`src/rtl/tsrd_pkg.sv`:
```
// Shared widths, register indexes and pipeline control type for the slot role decoder.
`default_nettype none

package tsrd_pkg;

    localparam int MAX_HOPS_DEF = 8;

    localparam int SEQ_W     = 16;
    localparam int GTS_W     = 8;
    localparam int G_W       = 9;
    localparam int CNT_W     = 5;
    localparam int CL_W      = 4;
    localparam int MAP_W     = 16;
    localparam int HOP_W     = 4;
    localparam int HOP_SEL_W = 3;
    localparam int TBL_W     = 64;
    localparam int BYTE_W    = 8;
    localparam int CFG_IDX_W = 3;
    localparam int POS_W     = 15;
    localparam int GRP_W     = 12;
    localparam int REM_A_W   = 12;
    localparam int REM_B_W   = 10;
    localparam int PSUM_W    = 10;
    localparam int QHI_W     = 3;

    localparam logic [CFG_IDX_W-1:0] REG_GTS_PER_CLUSTER = 3'd0;
    localparam logic [CFG_IDX_W-1:0] REG_CLUSTER_COUNT   = 3'd1;
    localparam logic [CFG_IDX_W-1:0] REG_OWN_CLUSTER     = 3'd2;
    localparam logic [CFG_IDX_W-1:0] REG_COORD_CLUSTER   = 3'd3;
    localparam logic [CFG_IDX_W-1:0] REG_BEACON_MAP      = 3'd4;
    localparam logic [CFG_IDX_W-1:0] REG_HOP_COUNT       = 3'd5;
    localparam logic [CFG_IDX_W-1:0] REG_INTER_GTS_TABLE = 3'd6;

    typedef struct packed {
        logic ld_a;
        logic ld_b;
        logic ld_c;
    } tsrd_ctl_t;

endpackage

`default_nettype wire

```
`src/rtl/tsrd_pipe_ctl.sv`:
```
// Valid bits and per-stage load enables of the three-stage decoder pipeline.
`default_nettype none

module tsrd_pipe_ctl (
    input  wire logic              aclk,
    input  wire logic              aresetn,
    input  wire logic              s_valid,
    output logic                   s_ready,
    output logic                   m_valid,
    input  wire logic              m_ready,
    output tsrd_pkg::tsrd_ctl_t    ctl
);
    import tsrd_pkg::*;

    logic v_a_reg, v_b_reg, v_c_reg;
    logic v_a_next, v_b_next, v_c_next;
    logic rdy_a, rdy_b, rdy_c;

    always_comb begin
        rdy_c    = !v_c_reg || m_ready;
        rdy_b    = !v_b_reg || rdy_c;
        rdy_a    = !v_a_reg || rdy_b;
        v_a_next = rdy_a ? s_valid : v_a_reg;
        v_b_next = rdy_b ? v_a_reg : v_b_reg;
        v_c_next = rdy_c ? v_b_reg : v_c_reg;
        ctl.ld_a = rdy_a;
        ctl.ld_b = rdy_b;
        ctl.ld_c = rdy_c;
    end

    always_ff @(posedge aclk) begin
        if (!aresetn) begin
            v_a_reg <= 1'b0;
            v_b_reg <= 1'b0;
            v_c_reg <= 1'b0;
        end else begin
            v_a_reg <= v_a_next;
            v_b_reg <= v_b_next;
            v_c_reg <= v_c_next;
        end
    end

    assign s_ready = rdy_a;
    assign m_valid = v_c_reg;

endmodule

`default_nettype wire

```
`src/rtl/tsrd_group_div.sv`:
```
// Restoring division of the slot number by the group length, upper quotient bits.
`default_nettype none

module tsrd_group_div (
    input  wire logic                           aclk,
    input  wire tsrd_pkg::tsrd_ctl_t            ctl,
    input  wire logic [tsrd_pkg::GTS_W-1:0]     gts_per_cluster,
    input  wire logic [tsrd_pkg::SEQ_W-1:0]     slot_seq,
    output logic                                grp_ovf_b,
    output logic [tsrd_pkg::QHI_W-1:0]          q_hi_b,
    output logic [tsrd_pkg::REM_B_W-1:0]        rem_b
);
    import tsrd_pkg::*;

    logic [G_W-1:0]     g;
    logic [SEQ_W-1:0]   g_x16, g_x8, rem_s;
    logic [REM_A_W-1:0] g_x4;
    logic [REM_A_W-1:0] rem2;
    logic [G_W:0]       g_x2;
    logic [G_W+1:0]     rem3;

    logic               ovf_a_reg, ovf_a_next;
    logic               q3_a_reg, q3_a_next;
    logic [REM_A_W-1:0] rem_a_reg, rem_a_next;

    logic               ovf_b_reg, ovf_b_next;
    logic [QHI_W-1:0]   q_b_reg, q_b_next;
    logic [REM_B_W-1:0] rem_b_reg, rem_b_next;

    logic q2, q1;

    always_comb begin
        g          = G_W'(gts_per_cluster) + G_W'(1);
        g_x16      = {3'b000, g, 4'b0000};
        g_x8       = {4'b0000, g, 3'b000};
        ovf_a_next = slot_seq >= g_x16;
        q3_a_next  = slot_seq >= g_x8;
        rem_s      = q3_a_next ? (slot_seq - g_x8) : slot_seq;
        rem_a_next = rem_s[REM_A_W-1:0];
    end

    always_comb begin
        g_x4       = {1'b0, g, 2'b00};
        q2         = rem_a_reg >= g_x4;
        rem2       = q2 ? (rem_a_reg - g_x4) : rem_a_reg;
        g_x2       = {g, 1'b0};
        q1         = rem2[G_W+1:0] >= {1'b0, g_x2};
        rem3       = q1 ? (rem2[G_W+1:0] - {1'b0, g_x2}) : rem2[G_W+1:0];
        ovf_b_next = ovf_a_reg;
        q_b_next   = {q3_a_reg, q2, q1};
        rem_b_next = rem3[REM_B_W-1:0];
    end

    always_ff @(posedge aclk) begin
        if (ctl.ld_a) begin
            ovf_a_reg <= ovf_a_next;
            q3_a_reg  <= q3_a_next;
            rem_a_reg <= rem_a_next;
        end
        if (ctl.ld_b) begin
            ovf_b_reg <= ovf_b_next;
            q_b_reg   <= q_b_next;
            rem_b_reg <= rem_b_next;
        end
    end

    assign grp_ovf_b = ovf_b_reg;
    assign q_hi_b    = q_b_reg;
    assign rem_b     = rem_b_reg;

endmodule

`default_nettype wire

```
`src/rtl/tsrd_hop_window.sv`:
```
// Start and length of one hop's inter-GTS window and the slot hit test against it.
`default_nettype none

module tsrd_hop_window #(
    parameter int MAX_HOPS = tsrd_pkg::MAX_HOPS_DEF
) (
    input  wire logic                           aclk,
    input  wire tsrd_pkg::tsrd_ctl_t            ctl,
    input  wire logic                           hop_en,
    input  wire logic [tsrd_pkg::HOP_W-1:0]     hop_idx,
    input  wire logic [tsrd_pkg::TBL_W-1:0]     gts_table,
    input  wire logic [tsrd_pkg::POS_W-1:0]     base_a,
    input  wire logic [tsrd_pkg::SEQ_W-1:0]     seq_b,
    output logic                                hit
);
    import tsrd_pkg::*;

    logic [PSUM_W-1:0] lo_a_next, hi_a_next;
    logic [BYTE_W-1:0] len_a_next;

    logic [PSUM_W-1:0] lo_a_reg, hi_a_reg;
    logic [BYTE_W-1:0] len_a_reg;
    logic              ok_a_reg;

    logic [POS_W-1:0]  start_b_reg, start_b_next;
    logic [BYTE_W-1:0] len_b_reg;
    logic              ok_b_reg;

    logic [SEQ_W-1:0]  win_lo, win_hi;

    always_comb begin
        lo_a_next = '0;
        hi_a_next = '0;
        for (int k = 0; k < 4; k++) begin
            if (k < MAX_HOPS && HOP_W'(k) < hop_idx) begin
                lo_a_next = lo_a_next + PSUM_W'(gts_table[k*BYTE_W +: BYTE_W]);
            end
        end
        for (int k = 4; k < 8; k++) begin
            if (k < MAX_HOPS && HOP_W'(k) < hop_idx) begin
                hi_a_next = hi_a_next + PSUM_W'(gts_table[k*BYTE_W +: BYTE_W]);
            end
        end
        if (hop_idx < HOP_W'(MAX_HOPS)) begin
            len_a_next = gts_table[{hop_idx[HOP_SEL_W-1:0], 3'b000} +: BYTE_W];
        end else begin
            len_a_next = '0;
        end
    end

    assign start_b_next = base_a + POS_W'(lo_a_reg) + POS_W'(hi_a_reg);

    always_ff @(posedge aclk) begin
        if (ctl.ld_a) begin
            lo_a_reg  <= lo_a_next;
            hi_a_reg  <= hi_a_next;
            len_a_reg <= len_a_next;
            ok_a_reg  <= hop_en;
        end
        if (ctl.ld_b) begin
            start_b_reg <= start_b_next;
            len_b_reg   <= len_a_reg;
            ok_b_reg    <= ok_a_reg;
        end
    end

    always_comb begin
        win_lo = {1'b0, start_b_reg};
        win_hi = win_lo + SEQ_W'(len_b_reg);
        hit    = ok_b_reg && (seq_b >= win_lo) && (seq_b < win_hi);
    end

endmodule

`default_nettype wire

```
`src/rtl/tdma_slot_role_decoder.sv`:
```
// Path: stage A registers, then stage B registers, then the output register.
// Throughput: one slot word per cycle; a stalled result holds the output register
// while bubbles in the three stages still take new words.
// Stages: group compare and first quotient bit, two quotient bits and window starts,
// last quotient bit and role flags into the output register.
// Reset: clears the valid bits and all configuration registers to zero.
`default_nettype none

module tdma_slot_role_decoder #(
    parameter int MAX_HOPS = tsrd_pkg::MAX_HOPS_DEF
) (
    input  wire logic                               aclk,
    input  wire logic                               aresetn,
    input  wire logic                               s_valid,
    output logic                                    s_ready,
    input  wire logic [tsrd_pkg::SEQ_W-1:0]         s_slot_seq,
    output logic                                    m_valid,
    input  wire logic                               m_ready,
    output logic                                    m_beacon_rx,
    output logic                                    m_coord_beacon_rx,
    output logic                                    m_own_beacon_tx,
    output logic                                    m_own_intra_gts,
    output logic                                    m_coord_intra_gts,
    output logic                                    m_parent_inter_gts,
    output logic                                    m_own_inter_gts,
    output logic                                    m_index_overflow,
    input  wire logic                               cfg_valid,
    output logic                                    cfg_ready,
    input  wire logic [tsrd_pkg::CFG_IDX_W-1:0]     cfg_index,
    input  wire logic [tsrd_pkg::TBL_W-1:0]         cfg_data
);
    import tsrd_pkg::*;

    logic [GTS_W-1:0] gts_per_cluster_reg;
    logic [CNT_W-1:0] cluster_count_reg;
    logic [CL_W-1:0]  own_cluster_reg;
    logic [CL_W-1:0]  coord_cluster_reg;
    logic [MAP_W-1:0] beacon_map_reg;
    logic [HOP_W-1:0] hop_count_reg;
    logic [TBL_W-1:0] inter_gts_table_reg;

    tsrd_ctl_t ctl;

    logic [G_W-1:0]   g;
    logic [SEQ_W-1:0] seq_a_reg, seq_b_reg;
    logic [GRP_W-1:0] own_lo_a_reg, own_lo_a_next, coord_lo_a_reg, coord_lo_a_next;
    logic [GRP_W-1:0] own_lo_b_reg, coord_lo_b_reg;
    logic [POS_W-1:0] base_a_reg, base_a_next;

    logic               grp_ovf_b;
    logic [QHI_W-1:0]   q_hi_b;
    logic [REM_B_W-1:0] rem_b;

    logic             own_hop_en, parent_hop_en;
    logic [HOP_W-1:0] parent_hop;
    logic             own_hit, parent_hit;

    logic             q0;
    logic [CL_W-1:0]  grp_n;
    logic             hop_ovf;
    logic [SEQ_W-1:0] own_lo_x, own_hi_x, coord_lo_x, coord_hi_x;

    logic beacon_rx_next, coord_beacon_rx_next, own_beacon_tx_next, own_intra_gts_next;
    logic coord_intra_gts_next, parent_inter_gts_next, own_inter_gts_next;
    logic index_overflow_next;

    logic beacon_rx_reg, coord_beacon_rx_reg, own_beacon_tx_reg, own_intra_gts_reg;
    logic coord_intra_gts_reg, parent_inter_gts_reg, own_inter_gts_reg;
    logic index_overflow_reg;

    always_ff @(posedge aclk) begin
        if (!aresetn) begin
            gts_per_cluster_reg <= '0;
            cluster_count_reg   <= '0;
            own_cluster_reg     <= '0;
            coord_cluster_reg   <= '0;
            beacon_map_reg      <= '0;
            hop_count_reg       <= '0;
            inter_gts_table_reg <= '0;
        end else if (cfg_valid) begin
            unique case (cfg_index)
                REG_GTS_PER_CLUSTER: gts_per_cluster_reg <= cfg_data[GTS_W-1:0];
                REG_CLUSTER_COUNT:   cluster_count_reg   <= cfg_data[CNT_W-1:0];
                REG_OWN_CLUSTER:     own_cluster_reg     <= cfg_data[CL_W-1:0];
                REG_COORD_CLUSTER:   coord_cluster_reg   <= cfg_data[CL_W-1:0];
                REG_BEACON_MAP:      beacon_map_reg      <= cfg_data[MAP_W-1:0];
                REG_HOP_COUNT:       hop_count_reg       <= cfg_data[HOP_W-1:0];
                REG_INTER_GTS_TABLE: inter_gts_table_reg <= cfg_data;
                default: begin
                end
            endcase
        end
    end

    assign cfg_ready = 1'b1;

    tsrd_pipe_ctl u_ctl (
        .aclk    (aclk),
        .aresetn (aresetn),
        .s_valid (s_valid),
        .s_ready (s_ready),
        .m_valid (m_valid),
        .m_ready (m_ready),
        .ctl     (ctl)
    );

    tsrd_group_div u_div (
        .aclk            (aclk),
        .ctl             (ctl),
        .gts_per_cluster (gts_per_cluster_reg),
        .slot_seq        (s_slot_seq),
        .grp_ovf_b       (grp_ovf_b),
        .q_hi_b          (q_hi_b),
        .rem_b           (rem_b)
    );

    always_comb begin
        g               = G_W'(gts_per_cluster_reg) + G_W'(1);
        own_lo_a_next   = GRP_W'(own_cluster_reg) * GRP_W'(g);
        coord_lo_a_next = GRP_W'(coord_cluster_reg) * GRP_W'(g);
        base_a_next     = POS_W'(g) * POS_W'(cluster_count_reg);
        hop_ovf         = hop_count_reg >= HOP_W'(MAX_HOPS);
        own_hop_en      = !hop_ovf;
        parent_hop      = hop_count_reg - HOP_W'(1);
        parent_hop_en   = (hop_count_reg != '0) && (parent_hop < HOP_W'(MAX_HOPS));
    end

    always_ff @(posedge aclk) begin
        if (ctl.ld_a) begin
            seq_a_reg      <= s_slot_seq;
            own_lo_a_reg   <= own_lo_a_next;
            coord_lo_a_reg <= coord_lo_a_next;
            base_a_reg     <= base_a_next;
        end
        if (ctl.ld_b) begin
            seq_b_reg      <= seq_a_reg;
            own_lo_b_reg   <= own_lo_a_reg;
            coord_lo_b_reg <= coord_lo_a_reg;
        end
    end

    tsrd_hop_window #(
        .MAX_HOPS (MAX_HOPS)
    ) u_own_win (
        .aclk      (aclk),
        .ctl       (ctl),
        .hop_en    (own_hop_en),
        .hop_idx   (hop_count_reg),
        .gts_table (inter_gts_table_reg),
        .base_a    (base_a_reg),
        .seq_b     (seq_b_reg),
        .hit       (own_hit)
    );

    tsrd_hop_window #(
        .MAX_HOPS (MAX_HOPS)
    ) u_parent_win (
        .aclk      (aclk),
        .ctl       (ctl),
        .hop_en    (parent_hop_en),
        .hop_idx   (parent_hop),
        .gts_table (inter_gts_table_reg),
        .base_a    (base_a_reg),
        .seq_b     (seq_b_reg),
        .hit       (parent_hit)
    );

    always_comb begin
        q0     = rem_b >= {1'b0, g};
        grp_n  = {q_hi_b, q0};
        own_lo_x   = SEQ_W'(own_lo_b_reg);
        own_hi_x   = own_lo_x + SEQ_W'(g);
        coord_lo_x = SEQ_W'(coord_lo_b_reg);
        coord_hi_x = coord_lo_x + SEQ_W'(g);

        beacon_rx_next        = !grp_ovf_b && beacon_map_reg[grp_n];
        coord_beacon_rx_next  = !grp_ovf_b && (grp_n == coord_cluster_reg);
        own_beacon_tx_next    = !grp_ovf_b && (grp_n == own_cluster_reg);
        own_intra_gts_next    = (seq_b_reg > own_lo_x) && (seq_b_reg < own_hi_x);
        coord_intra_gts_next  = (seq_b_reg > coord_lo_x) && (seq_b_reg < coord_hi_x);
        parent_inter_gts_next = parent_hit;
        own_inter_gts_next    = own_hit;
        index_overflow_next   = grp_ovf_b || hop_ovf;
    end

    always_ff @(posedge aclk) begin
        if (ctl.ld_c) begin
            beacon_rx_reg        <= beacon_rx_next;
            coord_beacon_rx_reg  <= coord_beacon_rx_next;
            own_beacon_tx_reg    <= own_beacon_tx_next;
            own_intra_gts_reg    <= own_intra_gts_next;
            coord_intra_gts_reg  <= coord_intra_gts_next;
            parent_inter_gts_reg <= parent_inter_gts_next;
            own_inter_gts_reg    <= own_inter_gts_next;
            index_overflow_reg   <= index_overflow_next;
        end
    end

    assign m_beacon_rx        = beacon_rx_reg;
    assign m_coord_beacon_rx  = coord_beacon_rx_reg;
    assign m_own_beacon_tx    = own_beacon_tx_reg;
    assign m_own_intra_gts    = own_intra_gts_reg;
    assign m_coord_intra_gts  = coord_intra_gts_reg;
    assign m_parent_inter_gts = parent_inter_gts_reg;
    assign m_own_inter_gts    = own_inter_gts_reg;
    assign m_index_overflow   = index_overflow_reg;

`ifndef SYNTHESIS
    a_own_gts_in_group: assert property (@(posedge aclk) disable iff (!aresetn)
        m_valid && m_own_intra_gts |-> m_own_beacon_tx)
        else $error("own intra GTS outside own group");

    a_coord_gts_in_group: assert property (@(posedge aclk) disable iff (!aresetn)
        m_valid && m_coord_intra_gts |-> m_coord_beacon_rx)
        else $error("coordinator intra GTS outside coordinator group");

    a_windows_disjoint: assert property (@(posedge aclk) disable iff (!aresetn)
        m_valid |-> !(m_own_inter_gts && m_parent_inter_gts))
        else $error("own and parent inter GTS windows overlap");

    a_same_group: assert property (@(posedge aclk) disable iff (!aresetn)
        m_valid && m_own_beacon_tx && m_coord_beacon_rx |->
        own_cluster_reg == coord_cluster_reg)
        else $error("group matches two different clusters");
`endif

endmodule

`default_nettype wire
```
`config.mk`:
```
export PLATFORM = sky130hd
export DESIGN_NAME = tdma_slot_role_decoder
export DESIGN_NICKNAME = d
export VERILOG_FILES = /design/src/rtl/tsrd_pkg.sv /design/src/rtl/tsrd_pipe_ctl.sv /design/src/rtl/tsrd_group_div.sv /design/src/rtl/tsrd_hop_window.sv /design/src/rtl/tdma_slot_role_decoder.sv
export SDC_FILE = /design/constraint.sdc
export NUM_CORES = 1
export LEC_CHECK = 0
export BUFFER_PORTS_ARGS = -buffer_cell sky130_fd_sc_hd__buf_4
export CORE_ASPECT_RATIO = 0.8
export CORE_MARGIN = 3
export CORE_UTILIZATION = 35
export DETAILED_ROUTE_END_ITERATION = 16
export GPL_TIMING_DRIVEN = 0
export PLACE_DENSITY = 0.58
export SYNTH_ARGS = -nofsm -noshare
export SYNTH_HDL_FRONTEND = slang
export SYNTH_SLANG_ARGS = --single-unit
```
`constraint.sdc`:
```
create_clock -name aclk -period 9.2 [get_ports aclk]
set_input_delay 1.84 -clock aclk [delete_from_list [all_inputs] [get_ports aclk]]
set_output_delay 1.84 -clock aclk [all_outputs]
set_load 0.01 [all_outputs]
```
==> results.cfg, run 1 <==
[finish]
design_area_sq_um = 32200
most-common-layout-cells = sky130_fd_sc_hd__ha_1 (358), sky130_fd_sc_hd__nand2_1 (348), sky130_fd_sc_hd__edfxtp_1 (232), sky130_fd_sc_hd__inv_1 (213), sky130_fd_sc_hd__nor2_1 (161)
layout.filler_cells = 8034
layout_cell_share_with_drive_strength_beyond_1_pct = 9.33
flip_flop_count_of_the_largest_register_all_copies_and_words_added = 64
most_common_library_cell_in_the_layout_ignoring_fill_and_taps = sky130_fd_sc_hd__ha_1
final_cell_count_no_fill = 4236
fin_nets = 3649
final-seq-area_sq_um = 9130
p_r_area_growth_vs_syn_pct = 12.1
multi_input_area_sq_um = 18500

[global_route]
grt_overflow = 0
antenna_found_initial = 2
grt_start_max_net_pins = 53
globalRouteTotalUtil_pct = 18.5
first_pass_grt_wire_length_microns = 124000
first_global_vias = 20700

[yosys]
ys_seq_elements = 340
synth_area_per_cell_sq_um = 9.67
synth_sequential_area_ratio_pct = 31.8
synthTopCellsByArea = sky130_fd_sc_hd__edfxtp_1 (24%), sky130_fd_sc_hd__ha_1 (16%), sky130_fd_sc_hd__dfxtp_1 (7.5%)
netlist_instances = 2973
synth-warning-count = 0
synth_enable_flop_cells = 232
cell_variety_after_synth = 88
async_reset_ff_share_pct = 0
synth-main-ff-cell = sky130_fd_sc_hd__edfxtp_1
syn_area_sq_um = 28700
post-synth-top-area-cell = sky130_fd_sc_hd__edfxtp_1
synth_nets = 3509
netlist.area_leader.share_pct = 24.2

[timing]
rsz0062_at_grt = false
worstMarginPinSlew_ns = 1.30
setup_viol = 0
achievable-frequency_ghz = 0.129
fin_worst_skew_ns = 0.0318
layout_worst_path_cycle_share_pct = 84.2
fin_worst_hold_slack_ns = 0.414
slew_violations = 0
final_period_minus_worst_setup_slack_ns = 7.75
hold_viol_final = 0
max_slew_margin_pct = 13.1
fin_ws_ns = 1.45

[placed_design]
gp_routability_congestion = 0.951
dp_hpwl_microns = 63900
postPlaceCellArea_sq_um = 30900
io_buffer_count = 94
dp_worst_setup_slack_ns = 1.59
placed_cells = 4162

[routing]
via_count = 22100
routed_vias_inst = 5.22
drt_iter0_markers = 1622
ant_nets = 0
route.final.wire_length_microns = 81200
detail_route.first_pass.iterations = 5
per_cell_routed_wire_length_microns = 19.2
drt_drc_violations_left = 0

[worst_setup_path]
critical_path.max_stage_delay_ns = 0.55
crit_path_capture_type = register
critPathSlowestCell = sky130_fd_sc_hd__clkbuf_1
cp.required_ns = 9.48
cp_data_arrival_time_ns = 8.03
timing.setup.critical_path_class = register to register
worstSetupStartpointType = register
worst-path-max-fanout = 10

[die]
fp.dieH_microns = 262
fp.coreArea_sq_um = 80900
die-area_sq_um = 85600
dieWidth_microns = 326
floorplan.initialDensity_pct = 35.5
std_cell_rows = 93
pin_count = 99

[clock_network]
cts_buffers = 41
path_clk_slew_ns = 0.06
cts_post_setup_buffers_inserted = 0
clockRootBuffer = sky130_fd_sc_hd__clkbuf_16
cts_tree = done
cts.sinks = 340
clk_path_buf_depth = 3
cts_htree_levels = 2
insertion_delay_ns = 0.58
post_cts_hold_buffer_count = 0
cells_resized_by_post_cts_repair = 0

[hold_path]
worst_hold_path_type = register to register

[power]
max-vdd-ir-drop_mv = 0.111
total_leakage_power_nw = 13.6
power-per-cell-area_nw_per_um2 = 130

[job]
timing.max_cap.violations = 0

[run_status]
run_status = complete, no violations
logic make-up (layout without fill, tap and decap cells):
group                    Yosys count  count (layout)  share of synthesized area [%]
multiplexers                     122             122                           5.88
XOR/XNOR                         173             173                           5.34
AND/OR/NAND/NOR                  885             885                           14.6
adder cells (fa/ha/maj)          448             448                           21.9
buffers and inverters            302             471                           4.04
flip-flops                       340             340                           31.8
other                              1               3                         0.0131
AO/OA/AOI/OAI                    702             702                           16.5
report_power, final:
part           switching [mW]  leakage (nW)  internal, mW
clock network           0.671         0.630         0.903
registers              0.0737          3.59          1.72
logic                   0.452          9.40         0.360
total                    1.20          13.6          2.98
synth_stat cells, drive strengths merged (12+ instances only):
master	number
ha	358
nand2	349
edfxtp	232
inv	214
nor2	162
a21oi	159
o21ai	129
xnor2	118
dfxtp	108
a21boi	91
fa	90
nor2b	82
and2	75
clkbuf	71
a21o	61
o21a	57
xor2	55
mux2	49
nor3	48
nand3	45
mux2i	41
a211oi	34
mux4	32
nand2b	28
nand4	20
o21bai	17
o31ai	17
or2	17
buf	16
or3	15
o31a	13
o22ai	12
path summary, 6_finish.rpt:
| path | startpoint | end | slack [ns] | cells after the start |
|---|---|---|---|---|
| worst max-delay path | hop_count_reg[1] | u_parent_win.lo_a_reg[9] | 1.45 | 30 |
| worst min-delay path | own_lo_a_reg[3] | own_lo_b_reg[3] | 0.41 | 0 |
| worst max register to register | hop_count_reg[1] | u_parent_win.lo_a_reg[9] | 1.45 | 30 |
| worst min register to register | own_lo_a_reg[3] | own_lo_b_reg[3] | 0.41 | 0 |
layout make-up:
type / count / share of cell area [%]
antenna: 2 / 0.0155
buffer: 87 / 1.10
clock buffer: 49 / 3.48
clock inverter: 23 / 0.536
inverter: 215 / 2.51
multi-input combinational: 2331 / 57.3
sequential: 340 / 28.3
tap: 1092 / 4.24
timing repair buffer: 97 / 2.45
metal layers:
layer	global-route usage, %	part of all wire [%]	vias to the layer above
li1	-	-	11000
met1	28.6	50	10400
met2	26.1	40	611
met3	4.09	7.5	95
met4	4.07	2.1	0
met5	0	0	-
critical path, delay by kind of cell (launching register included):
family / cells / cell delay [ns]
compound gates: 8 / 1.70
xor+xnor: 1 / 0.16
fa+ha+maj: 5 / 1.54
buf+inv: 9 / 2.24
flops: 1 / 0.36
mux: 2 / 0.51
simple gates: 5 / 0.95
per-stage QoR:
step / TNS [ns] / util (%) / total power [mW]
after detailed placement: 0 / 38.2 / 2.62
after global placement: -0.929 / 38.1 / 2.61
after floorplan: 0 / - / 2.38
after global routing: 0 / 39.8 / 4.39
final: 0 / 39.8 / 4.18
after CTS: 0 / 39.8 / 4.21
Power figures use the tool's default switching activity.
==> run 2, diff against run 1 <==
--- a/config.mk
+++ b/config.mk
@@ -11,7 +11,7 @@
 export CORE_UTILIZATION = 35
 export DETAILED_ROUTE_END_ITERATION = 16
 export GPL_TIMING_DRIVEN = 0
-export PLACE_DENSITY = 0.58
+export PLACE_DENSITY = 0.6
 export SYNTH_ARGS = -nofsm -noshare
 export SYNTH_HDL_FRONTEND = slang
 export SYNTH_SLANG_ARGS = --single-unit
==> constraint.sdc (replaced) <==
create_clock -name aclk -period 6.7 [get_ports aclk]
set_input_delay 1.34 -clock aclk [delete_from_list [all_inputs] [get_ports aclk]]
set_output_delay 1.34 -clock aclk [all_outputs]
set_load 0.01 [all_outputs]
==> results.cfg, run 2 (synthesis results as in run 1) <==
[clock_network]
cts.sinks = 340
cts_buffers = 40
clk_path_buf_depth = 3
cts_tree = done
cts_htree_levels = 2
post_cts_hold_buffer_count = 0
clockRootBuffer = sky130_fd_sc_hd__clkbuf_16
path_clk_slew_ns = 0.07
insertion_delay_ns = 0.57

[worst_setup_path]
worstSetupStartpointType = register
worst-path-max-fanout = 11
critical_path.reg2reg.endpoint = u_div.rem_b[2]
startpoint = gts_per_cluster_reg[0]
reg2reg_setup_slack_ns = 0.37
reg2reg_from = gts_per_cluster_reg[0]
cp_data_arrival_time_ns = 6.65
timing.setup.critical_path_class = register to register
cp.required_ns = 7.01
worst-r2r-cell-count = 20
crit_path_capture_type = register
worst_setup_path_endpoint = u_div.rem_b[2]

[die]
std_cell_rows = 93
die-area_sq_um = 85600
dieWidth_microns = 326
fp.coreArea_sq_um = 80900
pin_count = 99
floorplan.initialDensity_pct = 35.5
fp.dieH_microns = 262

[hold_path]
worst_hold_path_type = register to register

[routing]
drt_drc_violations_left = 0
per_cell_routed_wire_length_microns = 18.9
ant_nets = 0
routed_vias_inst = 5.23
route.final.wire_length_microns = 80100
via_count = 22100
drt_iter0_markers = 1822
detail_route.first_pass.iterations = 5

[global_route]
grt_overflow = 0
first_global_vias = 20900
grt_start_max_net_pins = 62
globalRouteTotalUtil_pct = 18.4
first_pass_grt_wire_length_microns = 123000
antenna_found_initial = 0

[finish]
final-seq-area_sq_um = 9130
layout_cell_share_with_drive_strength_beyond_1_pct = 9.93
layout.filler_cells = 7993
fin_nets = 3647
multi_input_area_sq_um = 18500
most_common_library_cell_in_the_layout_ignoring_fill_and_taps = sky130_fd_sc_hd__ha_1
p_r_area_growth_vs_syn_pct = 12.3
flip_flop_count_of_the_largest_register_all_copies_and_words_added = 64
most-common-layout-cells = sky130_fd_sc_hd__ha_1 (358), sky130_fd_sc_hd__nand2_1 (348), sky130_fd_sc_hd__edfxtp_1 (232), sky130_fd_sc_hd__inv_1 (212), sky130_fd_sc_hd__nor2_1 (161)

[timing]
max_slew_margin_pct = 5.16
fin_ws_ns = 0.366
achievable-frequency_ghz = 0.158
final_period_minus_worst_setup_slack_ns = 6.33
worstMarginPinSlew_ns = 1.42
fin_worst_hold_slack_ns = 0.403
layout_worst_path_cycle_share_pct = 94.5
setup_viol = 0
slew_violations = 0
hold_viol_final = 0
fin_worst_skew_ns = 0.0312

[placed_design]
dp_hpwl_microns = 62900
io_buffer_count = 94
dp_worst_setup_slack_ns = -0.834
gp_routability_congestion = 0.927

[run_status]
run_status = complete, no violations

[job]
timing.max_cap.violations = 0

[power]
power-per-cell-area_nw_per_um2 = 177
total_leakage_power_nw = 13.6
max-vdd-ir-drop_mv = 0.154
-- run 2: changes by cell type in the layout (fill, tap and decap cells not counted), moves of 3 or more --
cell	previous run	this run
sky130_fd_sc_hd__buf_12	0	3
sky130_fd_sc_hd__clkbuf_1	74	70
sky130_fd_sc_hd__clkbuf_2	0	8
sky130_fd_sc_hd__clkinv_1	7	4
-- run 2: routing by layer --
layer / wire [microns] / global-route usage [%]
met4: 2120 / 4.82
met1: 40000 / 28.1
met3: 5890 / 4.09
met5: 0 / 0
met2: 32100 / 25.7
-- run 2: final cells by class --
type                            count  share of cell area (%)
Clock buffer                       52                    3.37
Multi-Input combinational cell   2331                    57.4
Sequential cell                   340                    28.3
Inverter                          215                    2.51
Tap cell                         1092                    4.23
Antenna cell                        1                 0.00776
Buffer                             84                    1.18
Timing Repair Buffer               99                    2.47
Clock inverter                     20                   0.524
-- run 2: worst min-delay path by stage --
| stage | startpoint | to | slack [ns] | cells after the start |
|---|---|---|---|---|
| global route | coord_lo_a_reg[2] | coord_lo_b_reg[2] | 0.41 | 0 |
| detailed placement | coord_lo_a_reg[8] | coord_lo_b_reg[8] | 0.40 | 0 |
| CTS | coord_lo_a_reg[2] | coord_lo_b_reg[2] | 0.41 | 0 |
| floorplan | coord_lo_a_reg[0] | coord_lo_b_reg[0] | 0.40 | 0 |
| finish | coord_lo_a_reg[0] | coord_lo_b_reg[0] | 0.40 | 0 |
| global placement | seq_a_reg[13] | seq_b_reg[13] | 0.40 | 0 |
-- run 2: per-stage QoR --
step / TNS, ns / instances / power, mW / area (sq um) / util (%)
2_1_floorplan: 0 / 2973 / 3.26 / 28700 / -
3_3_place_gp: -198.91 / 4159 / 3.58 / 30800 / 38.1
3_5_place_dp: -12.01 / 4162 / 3.60 / 30900 / 38.2
4_1_cts: 0 / 4232 / 5.75 / 32200 / 39.8
5_1_grt: -0.00967 / 4233 / 6.01 / 32300 / 39.9
6_report: 0 / 4234 / 5.71 / 32300 / 39.9
-- run 2: what timing repair did --
| item | 4_1_cts | 5_1_grt |
|---|---|---|
| gates resized for setup | 13 | 23 |
| pin swaps | 0 | 1 |
| buffers inserted | 0 | 2 |
| endpoints found under the setup margin | 28 | 20 |
-- run 2: report_power, final --
group	switching [mW]	total, mW	internal, mW
Clock	0.900	2.13	1.23
Combinational	0.622	1.12	0.496
Sequential	0.104	2.46	2.36
Total	1.63	5.71	4.09
-- run 2: worst max-delay path, cell delays in order (launching register included) --
cell,delay (ns)
sky130_fd_sc_hd__dfxtp_2,0.51
sky130_fd_sc_hd__ha_1,0.29
sky130_fd_sc_hd__nand3_1,0.15
sky130_fd_sc_hd__xnor2_2,0.36
sky130_fd_sc_hd__clkbuf_2,0.41
sky130_fd_sc_hd__inv_1,0.27
sky130_fd_sc_hd__ha_1,0.40
sky130_fd_sc_hd__o21a_1,0.13
sky130_fd_sc_hd__o31a_1,0.12
sky130_fd_sc_hd__o31a_1,0.29
sky130_fd_sc_hd__o221a_2,0.28
sky130_fd_sc_hd__nor2_4,0.29
sky130_fd_sc_hd__mux2i_1,0.32
sky130_fd_sc_hd__ha_1,0.34
sky130_fd_sc_hd__a211o_1,0.32
sky130_fd_sc_hd__o211ai_1,0.15
sky130_fd_sc_hd__a21oi_1,0.14
sky130_fd_sc_hd__o21a_1,0.22
sky130_fd_sc_hd__o21a_1,0.21
sky130_fd_sc_hd__nor3_4,0.48
sky130_fd_sc_hd__mux2_2,0.39
==> run 3, diff against run 2 <==
--- a/config.mk
+++ b/config.mk
@@ -9,6 +9,7 @@
 export CORE_ASPECT_RATIO = 0.8
 export CORE_MARGIN = 3
 export CORE_UTILIZATION = 35
+export CTS_BUF_LIST = sky130_fd_sc_hd__clkbuf_16
 export DETAILED_ROUTE_END_ITERATION = 16
 export GPL_TIMING_DRIVEN = 0
 export PLACE_DENSITY = 0.6
==> results.cfg, run 3 (synthesis results as in run 1) <==
[power]
total_leakage_power_nw = 13.7
power-per-cell-area_nw_per_um2 = 177
total_power_mw = 5.70
max-vdd-ir-drop_mv = 0.154

[die]
pin_count = 99
die-area_sq_um = 85600
floorplan.initialDensity_pct = 35.5
fp.coreArea_sq_um = 80900
fp.dieH_microns = 262
std_cell_rows = 93
dieWidth_microns = 326

[timing]
fin_worst_hold_slack_ns = 0.403
setup_viol = 0
max_slew_margin_pct = 5.17
worstMarginPinSlew_ns = 1.42
fin_worst_skew_ns = 0.0315
fin_ws_ns = 0.362
slew_violations = 0
layout_worst_path_cycle_share_pct = 94.6
final_period_minus_worst_setup_slack_ns = 6.34
hold_viol_final = 0
achievable-frequency_ghz = 0.158

[placed_design]
dp_hpwl_microns = 62900
dp_worst_setup_slack_ns = -0.834
postPlaceCellArea_sq_um = 30900
io_buffer_count = 94
gp_routability_congestion = 0.927

[clock_network]
post_cts_hold_buffer_count = 0
cts_buffers = 40
insertion_delay_ns = 0.57
path_clk_slew_ns = 0.07
cts_htree_levels = 2
clockRootBuffer = sky130_fd_sc_hd__clkbuf_16
cts.sinks = 340
cts_tree = done
clk_path_buf_depth = 3

[routing]
drt_iter0_markers = 1822
detail_route.first_pass.iterations = 5
via_count = 22100
drt_drc_violations_left = 0
ant_nets = 0
routed_vias_inst = 5.23
per_cell_routed_wire_length_microns = 18.9
route.final.wire_length_microns = 80200

[global_route]
first_pass_grt_wire_length_microns = 123000
grt_start_max_net_pins = 62
globalRouteTotalUtil_pct = 18.4
grt_overflow = 0
first_global_vias = 20900
antenna_found_initial = 0

[worst_setup_path]
cp_data_arrival_time_ns = 6.65
crit_chain = ha_1 -> nand3_1 -> xnor2_2 -> clkbuf_2 -> inv_1 -> ha_1 -> o21a_1 -> o31a_1 -> o31a_1 -> o221a_2 -> nor2_4 -> mux2i_1 -> ha_1 -> a211o_1 -> o211ai_1 -> a21oi_1 -> o21a_1 -> o21a_1 -> nor3_4 -> mux2_2
critical_path.max_stage_delay_ns = 0.51
cp.required_ns = 7.02
crit_path_capture_type = register
worstSetupStartpointType = register
worst-path-max-fanout = 11
critPathSlowestCell = sky130_fd_sc_hd__dfxtp_2
timing.setup.critical_path_class = register to register

[finish]
fin_nets = 3647
most-common-layout-cells = sky130_fd_sc_hd__ha_1 (358), sky130_fd_sc_hd__nand2_1 (348), sky130_fd_sc_hd__edfxtp_1 (232), sky130_fd_sc_hd__inv_1 (222), sky130_fd_sc_hd__nor2_1 (161)
most_common_library_cell_in_the_layout_ignoring_fill_and_taps = sky130_fd_sc_hd__ha_1
flip_flop_count_of_the_largest_register_all_copies_and_words_added = 64
p_r_area_growth_vs_syn_pct = 12.3
layout_cell_share_with_drive_strength_beyond_1_pct = 9.93
design_area_sq_um = 32300
layout.filler_cells = 7992

[job]
timing.max_cap.violations = 0

[hold_path]
worst_hold_path_type = register to register

[run_status]
run_status = complete, no violations
run 3: final cells by class:
type | instances | area [sq um] | area share (%)
inverters | 215 | 811 | 2.51
well taps | 1092 | 1370 | 4.23
diodes | 2 | 5.00 | 0.0155
flip-flops and latches | 340 | 9130 | 28.3
repair buffers | 99 | 796 | 2.47
clock inverters | 30 | 206 | 0.640
multi-input cells | 2331 | 18500 | 57.4
clock buffers | 42 | 1050 | 3.26
plain buffers | 84 | 380 | 1.18
run 3: repair_timing:
action	in CTS	in global routing
resized for setup	13	23
endpoints found under the setup margin	28	20
setup buffers	0	2
pin swaps	0	1
run 3: path summary, 6_finish.rpt:
check	start	end	slack [ns]	depth (start not counted)
min reg2reg	coord_lo_a_reg[0]	coord_lo_b_reg[0]	0.40	0
max	gts_per_cluster_reg[0]	u_div.rem_b[2]	0.36	20
min	coord_lo_a_reg[0]	coord_lo_b_reg[0]	0.40	0
max reg2reg	gts_per_cluster_reg[0]	u_div.rem_b[2]	0.36	20
run 3: metrics by stage:
step	instances	utilization (%)	TNS, ns
after floorplan	2973	-	0
after global placement	4159	38.1	-198.91
after detailed placement	4162	38.2	-12.01
after CTS	4232	39.8	0
after global routing	4233	39.9	-0.00967
final	4235	39.9	0
run 3: where the power goes:
group / switching [mW] / internal (mW) / leakage, nW
Sequential: 0.104 / 2.36 / 3.59
Clock: 0.904 / 1.21 / 0.654
Combinational: 0.622 / 0.496 / 9.44
Total: 1.63 / 4.07 / 13.7
run 3: worst max-delay path, delay by kind of cell (launching register included):
| family | cells | cell delay (ns) |
|---|---|---|
| simple gates | 3 | 0.90 |
| compound gates | 9 | 1.86 |
| buf+inv | 2 | 0.67 |
| fa+ha+maj | 3 | 1.03 |
| flops | 1 | 0.51 |
| mux | 2 | 0.72 |
| xor+xnor | 1 | 0.36 |
run 3: routing by layer:
metal / GRT usage [%] / vias to the layer above / part of all wire [%]
li1: - / 11000 / -
met1: 28.1 / 10300 / 50
met2: 25.7 / 685 / 40
met3: 4.09 / 117 / 7.5
met4: 4.82 / 0 / 2.6
met5: 0 / - / 0
